==> src/design/arw_pkg.sv <==
// shared types and constants of the anti-replay window
// no dependencies; arw_if, arw_update and anti_replay_window import this package
package arw_pkg;

	localparam int SeqW     = 64;
	localparam int WinBits  = 256;
	localparam int IdxW     = $clog2(WinBits);
	localparam int DistW    = $clog2(WinBits + 1);
	localparam int WinDepth = 1;

	localparam logic [1:0] ActRecord = 2'd0;
	localparam logic [1:0] ActCheck  = 2'd1;
	localparam logic [1:0] ActClear  = 2'd2;

	typedef enum logic [2:0] {
		DispAccepted  = 3'd0,
		DispDuplicate = 3'd1,
		DispTooOld    = 3'd2,
		DispFuture    = 3'd3,
		DispInvalid   = 3'd4
	} disp_t;

	// bit n of bits means top - n was accepted
	typedef struct packed {
		logic [SeqW-1:0]    top;
		logic [WinBits-1:0] bits;
	} win_t;

	localparam int StW = $bits(win_t);

	typedef struct packed {
		logic [1:0]      action;
		logic [SeqW-1:0] seq;
	} req_t;

	typedef struct packed {
		disp_t disp;
		logic  write;
		win_t  next;
	} upd_t;

endpackage

==> src/design/arw_if.sv <==
// valid/ready channels of the anti-replay window: request and response
// depends on arw_pkg
interface arw_req_if import arw_pkg::*; ();
	logic            valid;
	logic            ready;
	logic [1:0]      action;
	logic [SeqW-1:0] sequence_req;

	modport source (output valid, action, sequence_req, input ready);
	modport sink   (input valid, action, sequence_req, output ready);
endinterface

interface arw_rsp_if import arw_pkg::*; ();
	logic            valid;
	logic            ready;
	logic [2:0]      disposition;
	logic [SeqW-1:0] window_top;

	modport source (output valid, disposition, window_top, input ready);
	modport sink   (input valid, disposition, window_top, output ready);
endinterface

==> src/design/arw_ram.sv <==
// generic single-port-write, single-port-read ram with registered read data
// no dependencies
module arw_ram #(
	parameter int Width = 8,
	parameter int Depth = 2,
	localparam int AddrW = (Depth > 1) ? $clog2(Depth) : 1
) (
	input  logic             clk,
	input  logic             we,
	input  logic [AddrW-1:0] waddr,
	input  logic [Width-1:0] wdata,
	input  logic             re,
	input  logic [AddrW-1:0] raddr,
	output logic [Width-1:0] rdata
);
	logic [Width-1:0] mem_q [Depth];

	always_ff @(posedge clk) begin
		if (we) begin
			mem_q[waddr] <= wdata;
		end
		if (re) begin
			rdata <= mem_q[raddr];
		end
	end
endmodule

==> src/design/arw_update.sv <==
// classification of one sequence number and the next window contents
// depends on arw_pkg
module arw_update import arw_pkg::*; (
	input  win_t cur,
	input  req_t req,
	output upd_t upd
);
	logic [SeqW:0]    up_diff;
	logic [SeqW-1:0]  jump;
	logic [SeqW-1:0]  off;
	logic [SeqW-1:0]  win_lim;
	logic             newer;
	logic             empty;
	disp_t            disp;
	win_t             rec;
	logic             write;

	assign up_diff = {1'b0, req.seq} - {1'b0, cur.top};
	assign jump    = up_diff[SeqW-1:0];
	assign off     = cur.top - req.seq;
	assign win_lim = SeqW'(WinBits);
	assign newer   = !up_diff[SeqW] && (jump != '0);
	assign empty   = (cur.top == '0);

	always_comb begin
		disp = DispAccepted;
		rec  = cur;
		if (req.action == ActClear) begin
			rec = '0;
		end else if (req.seq == '0) begin
			disp = DispInvalid;
		end else if (empty) begin
			if (req.seq > win_lim) begin
				disp = DispFuture;
			end
			rec.top  = req.seq;
			rec.bits = WinBits'(1);
		end else if (newer) begin
			if (jump > win_lim) begin
				disp = DispFuture;
			end
			// a step of the full window size shifts every old bit out
			rec.top  = req.seq;
			rec.bits = (cur.bits << jump[DistW-1:0]) | WinBits'(1);
		end else if (off >= win_lim) begin
			disp = DispTooOld;
		end else if (cur.bits[off[IdxW-1:0]]) begin
			disp = DispDuplicate;
		end else begin
			rec.bits = cur.bits | (WinBits'(1) << off[IdxW-1:0]);
		end
	end

	assign write = (req.action == ActClear) ||
		((req.action == ActRecord) && (disp == DispAccepted));

	assign upd.disp  = disp;
	assign upd.write = write;
	assign upd.next  = write ? rec : cur;
endmodule

==> src/design/anti_replay_window.sv <==
// Anti-replay sliding window: checks packet sequence numbers against the
// highest accepted number and a bitmap of accepted numbers below it.
// req channel: action (record, check only, clear) and sequence_req.
// rsp channel: disposition and window_top after the step.
// One response per request, in order. The window state is read from a
// one-entry ram at the req transfer, classified and updated in the update
// stage, and the response sits in an output register.
// A new request is taken every cycle while rsp does not stall; the write
// of one item and the read of the next share an edge, so the state just
// written is forwarded from a register instead of the ram.
// The state update (64-bit compare, 256-bit barrel shift) sets the cycle.
// After reset the window is empty; the ram is not reset, a valid flag
// makes the unwritten entry read as empty.
// When rsp stalls, one item waits in the update stage and one in the output
// register, and req.ready drops until the output register frees up.
// Depends on arw_pkg, arw_if, arw_ram and arw_update.
module anti_replay_window import arw_pkg::*; (
	input logic        clk,
	input logic        arst_n,
	arw_req_if.sink    req,
	arw_rsp_if.source  rsp
);
	logic      acc;
	logic      out_free;
	logic      s1_go;
	logic      we;
	logic      v_s1;
	req_t      req_s1;
	logic      fwd_s1;
	logic      init_s1;
	logic      init_q;
	win_t      st_q;
	win_t      ram_rd;
	win_t      cur;
	upd_t      upd;
	logic      out_v_q;
	disp_t     out_disp_q;
	logic [SeqW-1:0] out_top_q;

	assign out_free  = !out_v_q || rsp.ready;
	assign s1_go     = v_s1 && out_free;
	assign req.ready = !v_s1 || out_free;
	assign acc       = req.valid && req.ready;
	assign we        = s1_go && upd.write;

	arw_ram #(
		.Width(StW),
		.Depth(WinDepth)
	) u_ram (
		.clk   (clk),
		.we    (we),
		.waddr ('0),
		.wdata (upd.next),
		.re    (acc),
		.raddr ('0),
		.rdata (ram_rd)
	);

	// forwarded copy wins when the write landed on the read edge
	assign cur = fwd_s1 ? st_q : (init_s1 ? ram_rd : '0);

	arw_update u_update (
		.cur (cur),
		.req (req_s1),
		.upd (upd)
	);

	always_ff @(posedge clk or negedge arst_n) begin
		if (!arst_n) begin
			v_s1    <= 1'b0;
			fwd_s1  <= 1'b0;
			init_s1 <= 1'b0;
			init_q  <= 1'b0;
			out_v_q <= 1'b0;
		end else begin
			if (acc) begin
				v_s1    <= 1'b1;
				fwd_s1  <= we;
				init_s1 <= init_q;
			end else if (s1_go) begin
				v_s1 <= 1'b0;
			end
			if (we) begin
				init_q <= 1'b1;
			end
			if (s1_go) begin
				out_v_q <= 1'b1;
			end else if (rsp.ready) begin
				out_v_q <= 1'b0;
			end
		end
	end

	always_ff @(posedge clk) begin
		if (acc) begin
			req_s1 <= '{action: req.action, seq: req.sequence_req};
		end
		if (we) begin
			st_q <= upd.next;
		end
		if (s1_go) begin
			out_disp_q <= upd.disp;
			out_top_q  <= upd.next.top;
		end
	end

	assign rsp.valid       = out_v_q;
	assign rsp.disposition = out_disp_q;
	assign rsp.window_top  = out_top_q;

`ifndef SYNTH
	a_write_accepted: assert property (@(posedge clk) disable iff (!arst_n)
		we |-> (upd.disp == DispAccepted))
		else $error("window written for a rejected number");

	a_clear_empties: assert property (@(posedge clk) disable iff (!arst_n)
		(we && (req_s1.action == ActClear)) |=> (st_q.top == '0) && (st_q.bits == '0))
		else $error("clear left the window non-empty");

	a_record_marks_top: assert property (@(posedge clk) disable iff (!arst_n)
		(we && (req_s1.action == ActRecord)) |=> (st_q.top != '0) && st_q.bits[0])
		else $error("recorded window lacks its top bit");

	a_fwd_needs_write: assert property (@(posedge clk) disable iff (!arst_n)
		(acc && we) |=> fwd_s1 && init_q)
		else $error("forwarding not armed on a read-write collision");
`endif
endmodule

==> src/flat_wrapper.sv <==
// flat-port wrapper written by rule: the top's interface ports become plain ports
module anti_replay_window_flat import arw_pkg::*;
  (clk, arst_n, req_valid, req_action, req_sequence_req, req_ready, rsp_valid, rsp_disposition, rsp_window_top, rsp_ready);
  arw_req_if req_i ();
  arw_rsp_if rsp_i ();
  input logic clk;
  input logic arst_n;
  input wire logic [$bits(req_i.valid)-1:0] req_valid;
  input wire logic [$bits(req_i.action)-1:0] req_action;
  input wire logic [$bits(req_i.sequence_req)-1:0] req_sequence_req;
  output wire logic [$bits(req_i.ready)-1:0] req_ready;
  output wire logic [$bits(rsp_i.valid)-1:0] rsp_valid;
  output wire logic [$bits(rsp_i.disposition)-1:0] rsp_disposition;
  output wire logic [$bits(rsp_i.window_top)-1:0] rsp_window_top;
  input wire logic [$bits(rsp_i.ready)-1:0] rsp_ready;
  assign req_i.valid = req_valid;
  assign req_i.action = req_action;
  assign req_i.sequence_req = req_sequence_req;
  assign req_ready = req_i.ready;
  assign rsp_valid = rsp_i.valid;
  assign rsp_disposition = rsp_i.disposition;
  assign rsp_window_top = rsp_i.window_top;
  assign rsp_i.ready = rsp_ready;
  anti_replay_window u_core (.clk(clk), .arst_n(arst_n), .req(req_i), .rsp(rsp_i));
endmodule
==> config.mk <==
export PLATFORM = sky130hd
export DESIGN_NAME = anti_replay_window_flat
export DESIGN_NICKNAME = d
export VERILOG_FILES = /design/src/design/arw_pkg.sv /design/src/design/arw_if.sv /design/src/design/arw_ram.sv /design/src/design/arw_update.sv /design/src/design/anti_replay_window.sv /design/src/flat_wrapper.sv
export SDC_FILE = /design/constraint.sdc
export NUM_CORES = 2
export LEC_CHECK = 0
export BUFFER_PORTS_ARGS = -buffer_cell sky130_fd_sc_hd__buf_2
export CAP_MARGIN = 30
export CORE_ASPECT_RATIO = 0.5
export CORE_UTILIZATION = 31
export CTS_BUF_LIST = sky130_fd_sc_hd__clkbuf_4 sky130_fd_sc_hd__clkbuf_8
export DETAILED_ROUTE_END_ITERATION = 16
export HOLD_SLACK_MARGIN = 0.02
export RECOVER_POWER = 100
export SLEW_MARGIN = 25
export SYNTH_ARGS = -nofsm -noshare
export SYNTH_HDL_FRONTEND = slang
export SYNTH_HIERARCHICAL = 1
export SYNTH_SLANG_ARGS = --single-unit
==> constraint.sdc <==
create_clock -name clk -period 58.3 [get_ports clk]
set_input_delay 11.66 -clock clk [delete_from_list [all_inputs] [get_ports clk]]
set_output_delay 11.66 -clock clk [all_outputs]
set_load 0.05 [all_outputs]
Word level (Yosys, flattened, before mapping)
Memory sizes are Yosys's and may differ from the RTL's. A register that Yosys moved wholly into a read port is not among the register bits.
Index checks and enable logic that the tools add are counted.
{"block": "word_totals", "ramBits": 320, "n_memories": 1, "reg_bits": 458, "output_inout_bits": 69, "inputBits": 70, "word_cells": 66}
{"block": "op_classes", "reduce_logical": 18, "eq_ne": 1, "n_lt_le_gt_ge": 4, "shift": 2, "bitwise_logic": 1, "n_mux": 26, "add_sub_neg": 2}
{"name": "u_core.u_ram.mem_q", "words": 1, "word_bits": 320, "rd": 1, "rd_ports_with_merged_regs": 1, "write_ports": 1, "line_no": "arw_ram.sv:16", "text": "logic [Width-1:0] mem_q [Depth];"}
{"operator": "$mux W320", "count": 6}
{"operator": "$mux W256", "count": 3}
{"operator": "$or A256 B256 Y256", "count": 1}
{"operator": "$shl A1 B8 Y256 const A", "count": 1}
{"operator": "$shl A256 B9 Y256", "count": 1}
{"operator": "$gt A64 B9 Y1 const B", "count": 2}
{"operator": "$logic_not A64 Y1", "count": 2}
{"operator": "$sub A64 B64 Y65", "count": 1}
{"operator": "$ge A64 B9 Y1 const B", "count": 1}
{"operator": "$mux W64", "count": 1}
{"operator": "$reduce_bool A64 Y1", "count": 1}
{"operator": "$sub A64 B64 Y64", "count": 1}
{"operator": "$mux W3", "count": 4}
{"operator": "$lt A8 B9 Y1 const B", "count": 1}
{"operator": "$bmux W1 S8", "count": 1}
{"operator": "$mux W1", "count": 8}
{"operator": "$mux W2", "count": 3}
{"operator": "$logic_and A1 B1 Y1", "count": 5}
{"operator": "$reduce_bool A2 Y1", "count": 2}
{"operator": "$logic_not A1 Y1", "count": 3}
{"operator": "$logic_not A3 Y1", "count": 1}
{"operator": "$logic_or A1 B1 Y1", "count": 3}
{"operator": "$eq A2 B2 Y1 const B", "count": 1}
{"operator": "$logic_not A2 Y1", "count": 1}

Logic depth before layout (Yosys ltp)
{"block": "logic_depth", "depth_word": 17, "depth_mapped": 29, "depth_no_buf": 20}

By module
Netlist, hierarchy kept.
{"module": "arw_update", "cells_per_inst": 5719, "instances": 1, "seq_area_each_um2": 0.0, "area_per_inst_um2": 39575.5}
{"module": "arw_ram", "cells_per_inst": 640, "instances": 1, "seq_area_each_um2": 19218.4, "area_per_inst_um2": 19218.4}
{"module": "anti_replay_window", "cells_per_inst": 865, "instances": 1, "seq_area_each_um2": 13728.2, "area_per_inst_um2": 17498.0}

Least setup slack after synthesis
OpenSTA, ideal clock, no wires.
{"block": "synth_path", "path_kind": "input -> register", "startpoint": "in rsp_ready", "endpoint": "reg u_core.fwd_s1", "arrival_ns": 27.445, "n_path_buf": 0, "path_slack_ns": 30.687, "setup_time_ns": 0.168, "t_required_ns": 58.132, "cell_stages": 3, "cell_sequence": "nand2b_1 > and3_1 > a22o_1"}
{"block": "synth_between", "elab_chain_cells": 3, "elab_cells_between_ends": 5, "classes_between": "reduce/logical (5)"}
{"item": "start, declared", "line_no": "flat_wrapper.sv:15", "text": "input wire logic [$bits(rsp_i.ready)-1:0] rsp_ready;"}
{"item": "$logic_or A1 B1 Y1", "line_no": "anti_replay_window.sv:40", "text": "assign out_free = !out_v_q || rsp.ready;"}
{"item": "$logic_and A1 B1 Y1", "line_no": "anti_replay_window.sv:41", "text": "assign s1_go = v_s1 && out_free;"}
{"item": "$logic_and A1 B1 Y1", "line_no": "anti_replay_window.sv:44", "text": "assign we = s1_go && upd.write;"}
{"item": "via u_core.we", "line_no": "anti_replay_window.sv:26", "text": "logic we;"}
{"item": "end signal, assigned", "line_no": "anti_replay_window.sv:78", "text": "fwd_s1 <= we;"}
{"item": "end, declared", "line_no": "anti_replay_window.sv:29", "text": "logic fwd_s1;"}
The timed path passes the listed nets, and every way through them passes these cells.
A chain may end at the register's enable or synchronous reset.

==> run_results.csv <==
group,metric,value,unit
timing,max_freq,29.9,MHz
run_status,status,"complete, but fails checks",
synthesis,synth_area,0.0763,mm^2
die,start_util,31.3,%
detailed_routing,via_per_inst,6.36,
synthesis,syn_avg_cell_area,10.6,um^2
clocking,cts_hold_buf,0,
detailed_routing,drc,0,
cells_and_area,final_nets,7314,
die,io_pins,139,
worst_setup_path,cp.required,58.72,ns
global_route,grt_pass1_vias,61600,
die,rows,128,
clocking,cts_sinks,1098,
detailed_routing,drtPass1Iterations,6,
clocking,numCtsBuffers,169,
timing,timing.slew.headroom,-438,%
global_route,grt_max_degree,158,
detailed_routing,finalWirelength,369000,um
timing,rsz0062_at_grt,"no",
die,die-area,0.248,mm^2
timing,skew,0.0946,ns
global_route,track_usage,28.6,%
timing,fin_setup_tns,0,ns
placement,post-place-ws,34.45,ns
detailed_routing,wl_per_cell,35.1,um
power_and_ir_drop,peakVddDrop,40.0,uV
power_and_ir_drop,p_sw,2650,uW
die,die_h,353,um
power_and_ir_drop,clkPwrFrac,13.3,%
die,die_w,704,um
timing,period_share,57.4,%
power_and_ir_drop,power_density,58.0,mW/mm^2
timing,maxSlewViolCount,1686,
global_route,grt_overflow,0,
clocking,clock_path_buffers,4,
min_path,hp-class,"flip-flop to flip-flop",
run_status,violations,"capacitance limit, slew limit",
clocking,cts_tree,"done",
run,cap_viol_max_count,30,
synthesis,synth_cells,7223,
timing,fin_ws,24.85,ns
clocking,post_cts_buffers,0,
placement,place_hpwl,277000,um
detailed_routing,ant_nets,0,
cells_and_area,fillers,25000,
cells_and_area,area_growth,8.53,%
clocking,path_clk_slew,0.07,ns
cells_and_area,drive_above_1_share,13.5,%
die,coreArea,0.244,mm^2
detailed_routing,vias,66800,
clocking,clkLatencyLatePin,0.97,ns
timing,hold_slack,0.375,ns
power_and_ir_drop,power,4800,uW
cells_and_area,fin_util,33.9,%
power_and_ir_drop,switching_share,55.2,%
clocking,clock-root-buffer,"clkbuf_8",
synthesis,ys_warn_count,6,
placement,gp_congestion,1.08,
global_route,antenna_found_initial,29,
clocking,ctsResizeCount,0,
power_and_ir_drop,pwr-share-seq,19.7,%
timing,worst_pin_slew,8.07,ns
power_and_ir_drop,p_leak,0.0294,uW
clocking,htree_num_levels,4,
synthesis,synth_nets,7422,
worst_setup_path,criticalPathCategory,"flip-flop to flip-flop",
worst_setup_path,worstPathMaxFanout,117,
power_and_ir_drop,combPwrFrac,67.1,%
timing,timing.final.hold_violations,0,
global_route,grt_pass1_wl,504000,um
worst_setup_path,critPathLaunchType,"flip-flop",
worst_setup_path,cp.arrival,33.87,ns
worst_setup_path,critPathCaptureType,"flip-flop",
detailed_routing,drtIter0Drc,10400,
placement,portBuffers,138,
timing,min_period,33.45,ns
timing,finalSetupViolCount,0,
power_and_ir_drop,cellInternalPower,2150,uW
## through the flow
step | instance area [um^2] | std cells
after floorplan | 76300 | 7223
after global placement | 79600 | 10200
after detailed placement | 79800 | 10200
after CTS | 83000 | 10500
after global routing | 82800 | 10500
final | 82800 | 10500
## routing by layer
layer	track usage [%]	part of all wire, %	wire length [um]	vias up
li1	-	-	-	27900
met1	39.6	41	151000	33800
met2	41.9	42	157000	4361
met3	7.76	11	42200	685
met4	12.3	5.0	18500	16
met5	0	0.029	108	-
## path summary, 6_finish.rpt
path | from | to | cells after the start | slack [ns]
worst min-delay path | u_core/u_ram/mem_q[0][306] | u_core/u_ram/rdata[306] | 0 | 0.37
worst max-delay path | u_core/fwd_s1 | u_core/u_ram/mem_q[0][222] | 26 | 24.85
min in group asynchronous | arst_n | u_core/init_q | 1 | 10.56
worst min register to register | u_core/u_ram/mem_q[0][306] | u_core/u_ram/rdata[306] | 0 | 0.37
max in group asynchronous | arst_n | u_core/rsp.valid | 1 | 47.51
worst max register to register | u_core/fwd_s1 | u_core/u_ram/mem_q[0][222] | 26 | 24.85
## cells in the final DEF, fill, tap and decap left out, types with 93 or more instances in the layout
| cell | n |
|---|---|
| clkbuf_1 | 99 |
| o31ai_1 | 93 |
| ha_1 | 126 |
| edfxtp_1 | 1093 |
| nand3_1 | 197 |
| mux4_2 | 334 |
| a21oi_1 | 463 |
| mux2i_1 | 511 |
| a31oi_1 | 113 |
| buf_4 | 160 |
| inv_1 | 160 |
| o21ai_0 | 443 |
| nor2_1 | 499 |
| a22o_1 | 477 |
| nand2_1 | 911 |
| clkbuf_8 | 171 |
## power by group through the flow
stage / Combinational [uW] / Clock (uW) / Sequential, uW
floorplan: 1710 / 0 / 985
global placement: 3010 / 0 / 957
detailed placement: 3010 / 0 / 958
CTS: 3020 / 653 / 942
global route: 3230 / 685 / 949
finish: 3220 / 637 / 946
## registers in the layout, indices dropped and copies added, names as in the netlist
signal and cells:
u_core/init_q 1, u_core/init_s1 1, u_core/req_s1 66, u_core/u_ram/mem_q 320, u_core/u_ram/rdata 320, u_core/fwd_s1 1, u_core/v_s1 1, u_core/rsp.window_top 64
u_core/rsp.valid 1, u_core/rsp.disposition 3, u_core/st_q 320
## layout make-up
| class | instances | area, um^2 | area share [%] |
|---|---|---|---|
| clock buffers | 220 | 2720 | 3.29 |
| flip-flops and latches | 1098 | 32900 | 39.8 |
| inverters | 162 | 609 | 0.736 |
| diodes | 14 | 35.0 | 0.0423 |
| well taps | 3250 | 4070 | 4.91 |
| multi-input cells | 5342 | 39800 | 48.0 |
| repair buffers | 342 | 2170 | 2.62 |
| clock inverters | 61 | 475 | 0.574 |
## worst max-delay path: stages (launching register included)
cell and delay (ns):
dfrtp_1 0.94, nor2b_1 1.36, clkbuf_1 4.85, a22o_1 0.70, ha_1 0.26, inv_1 0.07, fa_1 0.54, a211oi_1 0.62
o21ai_0 0.28, a31oi_1 0.78, o221ai_1 0.49, a211oi_1 0.88, nor2_1 0.14, nor4_1 0.69, o2111a_1 0.30, nand3_1 0.22
o41ai_1 1.60, a31o_1 0.20, clkbuf_1 1.37, nand2_1 1.43, clkinv_1 0.58, and3_1 2.00, clkbuf_1 2.33, clkbuf_1 2.24
clkbuf_1 2.96, clkbuf_1 1.89, clkbuf_1 2.71
(Power assumes the default switching activity.)
